## config.mk

```make
export PLATFORM = sky130hd
export DESIGN_NAME = encoder_button_gesture_qualifier_flat
export DESIGN_NICKNAME = d
export VERILOG_FILES = /design/src/design/ebgq_pkg.sv /design/src/design/ebgq_if.sv /design/src/design/encoder_button_gesture_qualifier.sv /design/src/flat_wrapper.sv
export SDC_FILE = /design/constraint.sdc
export NUM_CORES = 1
export LEC_CHECK = 0
export BUFFER_PORTS_ARGS = -buffer_cell sky130_fd_sc_hd__buf_2
export CAP_MARGIN = 5
export CELL_PAD_IN_SITES_DETAIL_PLACEMENT = 2
export CELL_PAD_IN_SITES_GLOBAL_PLACEMENT = 2
export CORE_ASPECT_RATIO = 0.5
export CORE_MARGIN = 4
export CORE_UTILIZATION = 38
export CTS_BUF_LIST = sky130_fd_sc_hd__clkbuf_8 sky130_fd_sc_hd__clkbuf_16
export DETAILED_ROUTE_END_ITERATION = 12
export PLACE_DENSITY = 0.8
export SLEW_MARGIN = 30
export SYNTH_ARGS = -nofsm -noshare
export SYNTH_HDL_FRONTEND = slang
export SYNTH_SLANG_ARGS = --single-unit
```

## constraint.sdc

```tcl
create_clock -name clk -period 7.9 [get_ports clk]
set_input_delay 0 -clock clk [delete_from_list [all_inputs] [get_ports clk]]
set_output_delay 0 -clock clk [all_outputs]
set_load 0.1 [all_outputs]
```

## src/design/ebgq_pkg.sv

```systemverilog
// ----------------------------------------------------------------------------
// ebgq_pkg: shared types and constants of the encoder/button gesture qualifier
// Event codes, register indexes, reset values and the quadrature step table.
// ----------------------------------------------------------------------------
package ebgq_pkg;

  // default width of the tick counter and all stored times
  localparam int TIME_WIDTH_DEFAULT = 32;

  // configuration port
  localparam int CFG_ADDR_W = 5;
  localparam int CFG_DATA_W = 32;

  // register indexes
  typedef enum logic [2:0] {
    REG_DETENT_STEPS   = 3'd0,
    REG_BUTTON_LOCKOUT = 3'd1,
    REG_VIB_LOCKOUT    = 3'd2,
    REG_LONG_PRESS     = 3'd3,
    REG_CLICK_INTERVAL = 3'd4,
    REG_VIB_WINDOW     = 3'd5,
    REG_VIB_COUNT      = 3'd6
  } reg_index_t;

  // register reset values
  localparam logic [2:0]  RST_DETENT_STEPS   = 3'd4;
  localparam logic [31:0] RST_BUTTON_LOCKOUT = 32'd300000;
  localparam logic [31:0] RST_VIB_LOCKOUT    = 32'd50000;
  localparam logic [31:0] RST_LONG_PRESS     = 32'd1000000;
  localparam logic [31:0] RST_CLICK_INTERVAL = 32'd500000;
  localparam logic [31:0] RST_VIB_WINDOW     = 32'd1000000;
  localparam logic [3:0]  RST_VIB_COUNT      = 4'd3;

  // result event codes
  typedef enum logic [2:0] {
    EV_ROTATE  = 3'd0,
    EV_PRESS   = 3'd1,
    EV_RELEASE = 3'd2,
    EV_LONG    = 3'd3,
    EV_TRIPLE  = 3'd4,
    EV_VIB     = 3'd5
  } event_kind_t;

  // positions in the per-tick event mask, in delivery order
  localparam int EVB_ROTATE  = 0;
  localparam int EVB_PRESS   = 1;
  localparam int EVB_TRIPLE  = 2;
  localparam int EVB_RELEASE = 3;
  localparam int EVB_LONG    = 4;
  localparam int EVB_VIB     = 5;
  localparam int EV_BITS     = 6;

  typedef logic [EV_BITS-1:0] ev_mask_t;

  // quadrature step for {prev_a, prev_b, cur_a, cur_b}
  function automatic logic signed [3:0] quad_step(input logic [3:0] idx);
    logic signed [3:0] r;
    case (idx)
      4'd1, 4'd7, 4'd8, 4'd14: r = -4'sd1;
      4'd2, 4'd4, 4'd11, 4'd13: r = 4'sd1;
      default: r = 4'sd0;
    endcase
    return r;
  endfunction

endpackage

```

## src/design/ebgq_if.sv

```systemverilog
// ----------------------------------------------------------------------------
// ebgq_if: stream channels of the gesture qualifier
// Input tick channel and output event channel, valid/ready handshake.
// ----------------------------------------------------------------------------
interface ebgq_in_if;
  logic valid;
  logic ready;
  logic phase_a;
  logic phase_b;
  logic button_level;
  logic vibration_level;

  modport source (output valid, phase_a, phase_b, button_level, vibration_level,
                  input ready);
  modport sink (input valid, phase_a, phase_b, button_level, vibration_level,
                output ready);
endinterface

interface ebgq_out_if;
  logic                  valid;
  logic                  ready;
  ebgq_pkg::event_kind_t event_kind;
  logic signed [1:0]     rotate_step;
  logic                  last_of_tick;

  modport source (output valid, event_kind, rotate_step, last_of_tick,
                  input ready);
  modport sink (input valid, event_kind, rotate_step, last_of_tick,
                output ready);
endinterface

```

## src/design/encoder_button_gesture_qualifier.sv

```systemverilog
// ----------------------------------------------------------------------------
// encoder_button_gesture_qualifier: rotary encoder, button and vibration events
// Each input word is one tick of sampled pins. The block decodes quadrature
// steps into detent rotate events, qualifies button presses (with triple
// click, release and long press) and vibration triggers, and emits the events
// of each tick in order, the last one flagged. A tick is taken every clock while
// the waiting slot is free: all decoding is one pass of compares and adds from the
// state registers into a two-deep event buffer. The events of a tick leave the
// drain slot one word at a time, and input stalls only when both buffer slots
// are occupied. No clearing pass after reset.
// ----------------------------------------------------------------------------
module encoder_button_gesture_qualifier #(
  parameter int TIME_WIDTH = ebgq_pkg::TIME_WIDTH_DEFAULT
) (
  input  logic                            clk,
  input  logic                            rst,
  ebgq_in_if.sink                         in_ch,
  ebgq_out_if.source                      out_ch,
  input  logic                            psel,
  input  logic                            penable,
  input  logic                            pwrite,
  input  logic [ebgq_pkg::CFG_ADDR_W-1:0] paddr,
  input  logic [ebgq_pkg::CFG_DATA_W-1:0] pwdata,
  output logic [ebgq_pkg::CFG_DATA_W-1:0] prdata,
  output logic                            pready
);

  localparam int CMP_W = (TIME_WIDTH > 32) ? TIME_WIDTH : 32;

  typedef logic [TIME_WIDTH-1:0] time_t;

  function automatic logic [CMP_W-1:0] elapsed(input time_t now, input time_t then);
    time_t d;
    d = now - then;
    return CMP_W'(d);
  endfunction

  // configuration registers
  logic [2:0]  detent_steps;
  logic [31:0] button_lockout_ticks;
  logic [31:0] vibration_lockout_ticks;
  logic [31:0] long_press_ticks;
  logic [31:0] click_interval_ticks;
  logic [31:0] vibration_window_ticks;
  logic [3:0]  vibration_count_needed;

  logic       cfg_wr;
  logic [2:0] cfg_idx;

  assign pready  = 1'b1;
  assign cfg_wr  = psel & penable & pwrite;
  assign cfg_idx = paddr[4:2];

  // register writes
  always_ff @(posedge clk) begin
    if (rst) begin
      detent_steps            <= ebgq_pkg::RST_DETENT_STEPS;
      button_lockout_ticks    <= ebgq_pkg::RST_BUTTON_LOCKOUT;
      vibration_lockout_ticks <= ebgq_pkg::RST_VIB_LOCKOUT;
      long_press_ticks        <= ebgq_pkg::RST_LONG_PRESS;
      click_interval_ticks    <= ebgq_pkg::RST_CLICK_INTERVAL;
      vibration_window_ticks  <= ebgq_pkg::RST_VIB_WINDOW;
      vibration_count_needed  <= ebgq_pkg::RST_VIB_COUNT;
    end else if (cfg_wr) begin
      case (cfg_idx)
        ebgq_pkg::REG_DETENT_STEPS:   detent_steps            <= pwdata[2:0];
        ebgq_pkg::REG_BUTTON_LOCKOUT: button_lockout_ticks    <= pwdata;
        ebgq_pkg::REG_VIB_LOCKOUT:    vibration_lockout_ticks <= pwdata;
        ebgq_pkg::REG_LONG_PRESS:     long_press_ticks        <= pwdata;
        ebgq_pkg::REG_CLICK_INTERVAL: click_interval_ticks    <= pwdata;
        ebgq_pkg::REG_VIB_WINDOW:     vibration_window_ticks  <= pwdata;
        ebgq_pkg::REG_VIB_COUNT:      vibration_count_needed  <= pwdata[3:0];
        default: ;
      endcase
    end
  end

  // register readback
  always_comb begin
    case (cfg_idx)
      ebgq_pkg::REG_DETENT_STEPS:   prdata = {29'd0, detent_steps};
      ebgq_pkg::REG_BUTTON_LOCKOUT: prdata = button_lockout_ticks;
      ebgq_pkg::REG_VIB_LOCKOUT:    prdata = vibration_lockout_ticks;
      ebgq_pkg::REG_LONG_PRESS:     prdata = long_press_ticks;
      ebgq_pkg::REG_CLICK_INTERVAL: prdata = click_interval_ticks;
      ebgq_pkg::REG_VIB_WINDOW:     prdata = vibration_window_ticks;
      ebgq_pkg::REG_VIB_COUNT:      prdata = {28'd0, vibration_count_needed};
      default:                      prdata = '0;
    endcase
  end

  // tick state
  logic [1:0]        prev_phase;
  logic signed [3:0] detent_accum;
  time_t             tick_count;
  logic              prev_button_level;
  time_t             button_accept_time;
  logic              button_held;
  time_t             press_start_time;
  logic              long_reported;
  time_t             last_click_time;
  logic [1:0]        click_count;
  logic              prev_vibration_level;
  time_t             vibration_accept_time;
  time_t             window_start_time;
  logic [3:0]        vibration_count;

  // event buffer: slot being drained and one waiting slot
  ebgq_pkg::ev_mask_t out_mask;
  logic               out_neg;
  logic               out_busy;
  ebgq_pkg::ev_mask_t hold_mask;
  logic               hold_neg;
  logic               hold_valid;

  logic in_fire;
  assign in_ch.ready = ~hold_valid;
  assign in_fire     = in_ch.valid & in_ch.ready;

  // encoder decode
  logic [1:0]        cur_phase;
  logic signed [3:0] accum_sum;
  logic signed [3:0] det_eff;
  logic              rot_neg;
  logic              rot_pos;
  logic signed [3:0] detent_accum_next;

  assign cur_phase = {in_ch.phase_a, in_ch.phase_b};
  assign accum_sum = detent_accum + ebgq_pkg::quad_step({prev_phase, cur_phase});
  assign det_eff   = (detent_steps == 3'd0) ? 4'sd1 : $signed({1'b0, detent_steps});
  assign rot_neg   = accum_sum >= det_eff;
  assign rot_pos   = accum_sum <= -det_eff;
  assign detent_accum_next = (rot_neg | rot_pos) ? 4'sd0 : accum_sum;

  // button press, triple click, release, long press
  logic       press;
  logic       in_interval;
  logic [1:0] click_inc;
  logic       triple;
  logic [1:0] click_count_next;
  logic       held_mid;
  logic       release_ev;
  logic       button_held_next;
  time_t      press_start_time_next;
  logic       long_mid;
  logic       long_ev;

  assign press = prev_button_level & ~in_ch.button_level &
                 (elapsed(tick_count, button_accept_time) >= CMP_W'(button_lockout_ticks));
  assign in_interval = elapsed(tick_count, last_click_time) < CMP_W'(click_interval_ticks);
  assign click_inc   = click_count + 2'd1;
  assign triple      = press & in_interval & (click_inc == 2'd3);

  always_comb begin
    click_count_next = click_count;
    if (press) begin
      if (!in_interval) begin
        click_count_next = 2'd1;
      end else if (triple) begin
        click_count_next = 2'd0;
      end else begin
        click_count_next = click_inc;
      end
    end
  end

  assign held_mid              = press | button_held;
  assign release_ev            = held_mid & in_ch.button_level;
  assign button_held_next      = held_mid & ~in_ch.button_level;
  assign press_start_time_next = press ? tick_count : press_start_time;
  assign long_mid              = press ? 1'b0 : long_reported;
  // a fresh press has zero hold time so far
  assign long_ev = button_held_next & ~long_mid &
                   (press ? (long_press_ticks == 32'd0) :
                    (elapsed(tick_count, press_start_time) >= CMP_W'(long_press_ticks)));

  // vibration trigger counting
  logic       vib_trig;
  logic       win_expired;
  logic [3:0] vib_need;
  logic [3:0] vib_cnt_mid;
  logic       vib_ev;
  logic [3:0] vibration_count_next;
  logic       new_window;

  assign vib_trig = prev_vibration_level & ~in_ch.vibration_level &
                    (elapsed(tick_count, vibration_accept_time) >=
                     CMP_W'(vibration_lockout_ticks));
  assign win_expired = (vibration_count != 4'd0) &
                       (elapsed(tick_count, window_start_time) >
                        CMP_W'(vibration_window_ticks));
  assign new_window  = (vibration_count == 4'd0) | win_expired;
  assign vib_need    = (vibration_count_needed == 4'd0) ? 4'd1 : vibration_count_needed;
  assign vib_cnt_mid = new_window ? 4'd1 : vibration_count + 4'd1;
  assign vib_ev      = vib_trig & (vib_cnt_mid >= vib_need);

  always_comb begin
    vibration_count_next = vibration_count;
    if (vib_trig) begin
      vibration_count_next = vib_ev ? 4'd0 : vib_cnt_mid;
    end
  end

  // events of this tick in delivery order
  ebgq_pkg::ev_mask_t ev_mask;
  always_comb begin
    ev_mask = '0;
    ev_mask[ebgq_pkg::EVB_ROTATE]  = rot_neg | rot_pos;
    ev_mask[ebgq_pkg::EVB_PRESS]   = press;
    ev_mask[ebgq_pkg::EVB_TRIPLE]  = triple;
    ev_mask[ebgq_pkg::EVB_RELEASE] = release_ev;
    ev_mask[ebgq_pkg::EVB_LONG]    = long_ev;
    ev_mask[ebgq_pkg::EVB_VIB]     = vib_ev;
  end

  // state update on each accepted tick
  always_ff @(posedge clk) begin
    if (rst) begin
      prev_phase            <= 2'd3;
      detent_accum          <= 4'sd0;
      tick_count            <= '0;
      prev_button_level     <= 1'b1;
      button_accept_time    <= '0;
      button_held           <= 1'b0;
      press_start_time      <= '0;
      long_reported         <= 1'b0;
      last_click_time       <= '0;
      click_count           <= 2'd0;
      prev_vibration_level  <= 1'b1;
      vibration_accept_time <= '0;
      window_start_time     <= '0;
      vibration_count       <= 4'd0;
    end else if (in_fire) begin
      prev_phase           <= cur_phase;
      detent_accum         <= detent_accum_next;
      tick_count           <= tick_count + 1'b1;
      prev_button_level    <= in_ch.button_level;
      button_held          <= button_held_next;
      press_start_time     <= press_start_time_next;
      long_reported        <= long_mid | long_ev;
      click_count          <= click_count_next;
      prev_vibration_level <= in_ch.vibration_level;
      vibration_count      <= vibration_count_next;
      if (press) begin
        button_accept_time <= tick_count;
        last_click_time    <= tick_count;
      end
      if (vib_trig) begin
        vibration_accept_time <= tick_count;
        if (new_window) begin
          window_start_time <= tick_count;
        end
      end
    end
  end

  // output selection: lowest pending event of the drained slot
  ebgq_pkg::ev_mask_t low_bit;
  ebgq_pkg::ev_mask_t rem_mask;
  logic               out_fire;
  logic               out_done;
  logic               out_free;
  logic               new_item;

  assign low_bit  = out_mask & (~out_mask + 1'b1);
  assign rem_mask = out_mask & ~low_bit;
  assign out_fire = out_ch.valid & out_ch.ready;
  assign out_done = out_fire & (rem_mask == '0);
  assign out_free = ~out_busy | out_done;
  assign new_item = in_fire & (ev_mask != '0);

  assign out_ch.valid        = out_busy;
  assign out_ch.last_of_tick = rem_mask == '0;

  always_comb begin
    out_ch.event_kind  = ebgq_pkg::EV_ROTATE;
    out_ch.rotate_step = 2'sd0;
    case (low_bit)
      6'b000001: begin
        out_ch.event_kind  = ebgq_pkg::EV_ROTATE;
        out_ch.rotate_step = out_neg ? -2'sd1 : 2'sd1;
      end
      6'b000010: out_ch.event_kind = ebgq_pkg::EV_PRESS;
      6'b000100: out_ch.event_kind = ebgq_pkg::EV_TRIPLE;
      6'b001000: out_ch.event_kind = ebgq_pkg::EV_RELEASE;
      6'b010000: out_ch.event_kind = ebgq_pkg::EV_LONG;
      6'b100000: out_ch.event_kind = ebgq_pkg::EV_VIB;
      default: ;
    endcase
  end

  // buffer control
  always_ff @(posedge clk) begin
    if (rst) begin
      out_busy   <= 1'b0;
      hold_valid <= 1'b0;
    end else if (out_free) begin
      if (hold_valid) begin
        out_busy   <= 1'b1;
        hold_valid <= 1'b0;
      end else begin
        out_busy <= new_item;
      end
    end else if (new_item) begin
      hold_valid <= 1'b1;
    end
  end

  // buffer payload
  always_ff @(posedge clk) begin
    if (out_free) begin
      if (hold_valid) begin
        out_mask <= hold_mask;
        out_neg  <= hold_neg;
      end else begin
        out_mask <= ev_mask;
        out_neg  <= rot_neg;
      end
    end else begin
      if (out_fire) begin
        out_mask <= rem_mask;
      end
      if (new_item) begin
        hold_mask <= ev_mask;
        hold_neg  <= rot_neg;
      end
    end
  end

  // checks
  a_hold_needs_out: assert property (@(posedge clk) disable iff (rst)
    hold_valid |-> out_busy)
    else $error("waiting slot filled while drain slot empty");

  a_busy_has_event: assert property (@(posedge clk) disable iff (rst)
    out_busy |-> (out_mask != '0))
    else $error("drain slot busy with no pending event");

  a_event_reaches_out: assert property (@(posedge clk) disable iff (rst)
    new_item |=> out_busy)
    else $error("accepted tick with events left output idle");

  a_press_release_apart: assert property (@(posedge clk) disable iff (rst)
    in_fire |-> !(press && release_ev))
    else $error("press and release in one tick");

endmodule

```

## src/flat_wrapper.sv

```systemverilog
// flat-port wrapper written by rule: the top's interface ports become plain ports
module encoder_button_gesture_qualifier_flat 
#(
  parameter int TIME_WIDTH = ebgq_pkg::TIME_WIDTH_DEFAULT
)
  (clk, rst, psel, penable, pwrite, paddr, pwdata, prdata, pready, in_ch_valid, in_ch_phase_a, in_ch_phase_b, in_ch_button_level, in_ch_vibration_level, in_ch_ready, out_ch_valid, out_ch_event_kind, out_ch_rotate_step, out_ch_last_of_tick, out_ch_ready);
  ebgq_in_if in_ch_i ();
  ebgq_out_if out_ch_i ();
  input  logic clk;
  input  logic rst;
  input  logic psel;
  input  logic penable;
  input  logic pwrite;
  input  logic [ebgq_pkg::CFG_ADDR_W-1:0] paddr;
  input  logic [ebgq_pkg::CFG_DATA_W-1:0] pwdata;
  output logic [ebgq_pkg::CFG_DATA_W-1:0] prdata;
  output logic pready;
  input wire logic [$bits(in_ch_i.valid)-1:0] in_ch_valid;
  input wire logic [$bits(in_ch_i.phase_a)-1:0] in_ch_phase_a;
  input wire logic [$bits(in_ch_i.phase_b)-1:0] in_ch_phase_b;
  input wire logic [$bits(in_ch_i.button_level)-1:0] in_ch_button_level;
  input wire logic [$bits(in_ch_i.vibration_level)-1:0] in_ch_vibration_level;
  output wire logic [$bits(in_ch_i.ready)-1:0] in_ch_ready;
  output wire logic [$bits(out_ch_i.valid)-1:0] out_ch_valid;
  output wire logic [$bits(out_ch_i.event_kind)-1:0] out_ch_event_kind;
  output wire logic [$bits(out_ch_i.rotate_step)-1:0] out_ch_rotate_step;
  output wire logic [$bits(out_ch_i.last_of_tick)-1:0] out_ch_last_of_tick;
  input wire logic [$bits(out_ch_i.ready)-1:0] out_ch_ready;
  assign in_ch_i.valid = in_ch_valid;
  assign in_ch_i.phase_a = in_ch_phase_a;
  assign in_ch_i.phase_b = in_ch_phase_b;
  assign in_ch_i.button_level = in_ch_button_level;
  assign in_ch_i.vibration_level = in_ch_vibration_level;
  assign in_ch_ready = in_ch_i.ready;
  assign out_ch_valid = out_ch_i.valid;
  assign out_ch_event_kind = out_ch_i.event_kind;
  assign out_ch_rotate_step = out_ch_i.rotate_step;
  assign out_ch_last_of_tick = out_ch_i.last_of_tick;
  assign out_ch_i.ready = out_ch_ready;
  encoder_button_gesture_qualifier #(.TIME_WIDTH(TIME_WIDTH)) u_core (.clk(clk), .rst(rst), .in_ch(in_ch_i), .out_ch(out_ch_i), .psel(psel), .penable(penable), .pwrite(pwrite), .paddr(paddr), .pwdata(pwdata), .prdata(prdata), .pready(pready));
endmodule
```

==> run_results.csv <==
group,metric,value,unit
pwr,finalPower,4790,uW
pwr,internal-power,3150,uW
die,io_pins,89,
placement,gp_routability_congestion,0.883,
layout,mostFrequentLayoutCell,"sky130_fd_sc_hd__nand2_1",
timing,clock.fmax,0.134,GHz
timing,timing.final.setup_violations,0,
global_routing,grt_remaining_overflow,0,
routing,drt_wl_total,94300,um
routing,detail_route.vias_per_cell,5.86,
cts,numCtsBuffers,37,
flow_run,max_cap_viol_count,0,
cts,clock-sinks,327,
worst_hold_path,hp-class,"in -> reg",
die,fp-row-count,62,
cts,tritoncts,"built",
timing,finalClockSkew,34.0,ps
timing,finalMaxSlewViolations,0,
critical_path,setup.worst_path.start,"u_core.tick_count[0]$_SDFFE_PP0P_",
pwr,vdd_ir_max,138,uV
placement,buffer_ports.inserted,85,
critical_path,critical_path.reg2reg.startpoint,"u_core.tick_count[0]$_SDFFE_PP0P_",
timing,period_minus_slack,7440,ps
status,status,"completed",
layout,area_growth,13.7,%
layout,layout_common_cells,"sky130_fd_sc_hd__nand2_1 (401), sky130_fd_sc_hd__dfxtp_1 (313), sky130_fd_sc_hd__inv_1 (306)",
pwr,comb_power_share,25.0,%
pwr,p_seq_share,36.2,%
yosys,post_synth_xor_xnor_area,4.55,%
yosys,synth.cell_area,22300,um^2
cts,ctsLongestPathBuffers,3,
cts,clkTransAtPathRegs,60,ps
cts,ctsHtreeMaxLevel,2,
critical_path,endpoint_kind,"flop",
critical_path,critical-path-max-stage-delay,450,ps
yosys,synth-main-ff-cell,"sky130_fd_sc_hd__dfxtp_1",
yosys,compound_gate_fraction_of_synth_area,19.5,%
critical_path,reg2reg_setup_slack,460,ps
critical_path,startpoint_type,"flop",
yosys,synth_sequential_area_ratio,30.0,%
yosys,synth_edf_count,14,
pwr,netSwitchingFraction,34.2,%
layout,layout_fillers,6550,
timing,period_share,94.2,%
critical_path,timing.critical_path.required,8140,ps
yosys,synth_nets,3150,
critical_path,r2r-end,"u_core.hold_mask[4]$_DFFE_PP_",
pwr,leakage,0.0114,uW
critical_path,critPathMaxFanout,7,
routing,detail_route.wl_per_cell,25.4,um
die,start_util,38.7,%
cts,postCtsSetupRepairBufs,0,
routing,drtIter0Drc,1516,
critical_path,timing.reg2reg.worst_path_depth,29,
pwr,p_per_area,189,nW/um^2
timing,worstMarginPinSlew,1120,ps
pwr,switching_power,1640,uW
yosys,yosys_warnings,0,
cts,clock-root-buffer,"sky130_fd_sc_hd__clkbuf_16",
routing,drt_drc_violations_left,0,
yosys,synthDistinctLibCells,77,
routing,first_pass_iters,5,
die,core_area,57700,um^2
global_routing,grt_use_total,29.6,%
critical_path,setup.worst_path.class,"reg -> reg",
global_routing,grt_pass1_wl,142000,um
global_routing,antenna_violations_before_repair,7,
global_routing,grt_pass1_vias,23205,
layout,layout.core_utilization,44.0,%
yosys,synth_cells,2824,
yosys,post_synth_and_or_nand_nor_area_fraction,16.9,%
critical_path,crit_path_top_delay_cell,"sky130_fd_sc_hd__a211o_1",
layout,layout_nets,3239,
placement,place_hpwl,67600,um
yosys,synth.mux.area_fraction,6.00,%
yosys,async_set_or_reset_register_ratio_after_synthesis,0,%
die,design.die.area,62900,um^2
routing,detail-route-antenna-nets,0,
timing,max-slew-margin-rel,24.7,%
timing,report.final.hold_viol_count,0,
yosys,synth_top_family_by_area,"compound AO/OA/AOI/OAI gates",
critical_path,critPathArrivalTime,7680,ps
yosys,ys_seq_elements,327,
routing,vias,21727,
pwr,power.clock.fraction,38.8,%
yosys,avgSynthCellArea,7.90,um^2
die,fp.dieH,179,um
layout,final_layout_size_suffix_gt1_share,7.42,%
cts,insertion_delay_of_the_later_clocked_pin_in_the_worst_skew_pair,570,ps
critical_path,critPathCapture,"u_core.hold_mask[4]$_DFFE_PP_",
global_routing,grt_max_degree,82,
yosys,synth_adder_area_share,15.7,%
die,fp.dieW,351,um
==> cell usage after synthesis (all sizes together), types with 7 or more instances <==
cell / n / share of area (%)
nor2: 219 / 3.7
o22ai: 19 / 0.53
o211ai: 50 / 1.7
o21a: 15 / 0.50
a31oi: 8 / 0.22
ha: 274 / 15
a221oi: 7 / 0.27
a22oi: 32 / 1.1
a211oi: 15 / 0.50
and4: 11 / 0.43
nand2: 402 / 6.8
buf: 18 / 0.37
o21bai: 18 / 0.61
nor4: 15 / 0.42
or3: 12 / 0.34
nand4: 46 / 1.3
nor3: 26 / 0.58
dfxtp: 313 / 28
nand2b: 26 / 0.73
nor2b: 26 / 0.73
clkbuf: 102 / 1.7
a211o: 11 / 0.43
mux2i: 128 / 5.7
inv: 304 / 5.1
a2111oi: 7 / 0.28
o221ai: 10 / 0.39
edfxtp: 14 / 1.9
a21oi: 260 / 5.9
a21o: 93 / 3.1
o21ai: 94 / 2.1
xor2: 42 / 1.6
xnor2: 74 / 2.9
and2: 8 / 0.22
nand3: 41 / 0.92
and3: 13 / 0.36
==> critical path: cells and delay by family (launching register included) <==
family / cells / cell delay (ps)
flops: 1 / 310
simple gates: 5 / 1100
xor+xnor: 1 / 90
fa+ha+maj: 4 / 1210
compound gates: 17 / 4260
buf+inv: 2 / 130
==> power by group through the flow <==
| stage | logic, uW | clock network (uW) | registers [uW] |
|---|---|---|---|
| finish | 1200 | 1860 | 1740 |
| global placement | 1100 | 0 | 1770 |
| detailed placement | 1140 | 0 | 1770 |
| floorplan | 777 | 0 | 1770 |
| global route | 1280 | 1950 | 1740 |
| CTS | 1170 | 1870 | 1740 |
==> state kept, by name, summed over array words and instances (netlist names), 4 cells and up <==
name,flops
u_core.button_lockout_ticks,32
u_core.click_interval_ticks,32
u_core.last_click_time,32
u_core.long_press_ticks,32
u_core.tick_count,32
u_core.vibration_accept_time,32
u_core.vibration_lockout_ticks,32
u_core.vibration_window_ticks,32
u_core.window_start_time,32
u_core.hold_mask,6
u_core.out_mask,6
u_core.detent_accum,4
u_core.vibration_count,4
u_core.vibration_count_needed,4
==> timing repair <==
item / in CTS / in global routing
setup endpoints to repair: 0 / 9
endpoints found under the hold margin: 229 / 0
hold buffers: 39 / 0
gates resized for setup: 0 / 2
==> per-stage QoR <==
| step | std cells | cell area [um^2] | TNS [ps] | worst slack [ps] | hold WS [ps] |
|---|---|---|---|---|---|
| floorplan | 2824 | 22300 | 0 | 1240 | 124 |
| global placement | 3601 | 23600 | 0 | 412 | 264 |
| detailed placement | 3601 | 23600 | 0 | 336 | 277 |
| CTS | 3704 | 25300 | 0 | 272 | 36.1 |
| global route | 3707 | 25400 | -136 | -25.8 | 114 |
| finish | 3708 | 25400 | 0 | 458 | 47.4 |
==> area by class of cell <==
cell class	count	area, um^2	area share (%)
Antenna cell	2	5.00	0.0197
Clock buffer	48	1090	4.29
Clock inverter	16	161	0.636
Inverter	306	1150	4.53
Multi-Input combinational cell	2071	14100	55.6
Sequential cell	327	6690	26.4
Tap cell	768	961	3.79
Timing Repair Buffer	170	1210	4.78
==> logic make-up after synthesis <==
family | count (synthesis)
simple gates | 859
compound gates | 685
xor+xnor | 116
other cells | 2
fa+ha+maj | 278
mux | 131
buf+inv | 426
flops | 327
==> layer usage <==
layer / GRT usage [%] / wire (um) / vias up
met5: 0 / 11 / -
met3: 8.23 / 7480 / 160
li1: - / - / 9946
met4: 7.89 / 2380 / 2
met1: 39.9 / 43600 / 11043
met2: 46.7 / 40800 / 576
==> worst min path at each step <==
stage | from | end | depth (start not counted)
3_5_place_dp | in_ch_vibration_level | u_core.prev_vibration_level$_SDFFE_PP1P_ | 3
5_1_grt | penable | u_core.detent_steps[0]$_SDFFE_PP0P_ | 5
6_report | penable | u_core.detent_steps[1]$_SDFFE_PP0P_ | 5
4_1_cts | penable | u_core.detent_steps[1]$_SDFFE_PP0P_ | 5
2_1_floorplan | in_ch_vibration_level | u_core.prev_vibration_level$_SDFFE_PP1P_ | 2
3_3_place_gp | in_ch_vibration_level | u_core.prev_vibration_level$_SDFFE_PP1P_ | 3
Power figures use the tool's default switching activity.
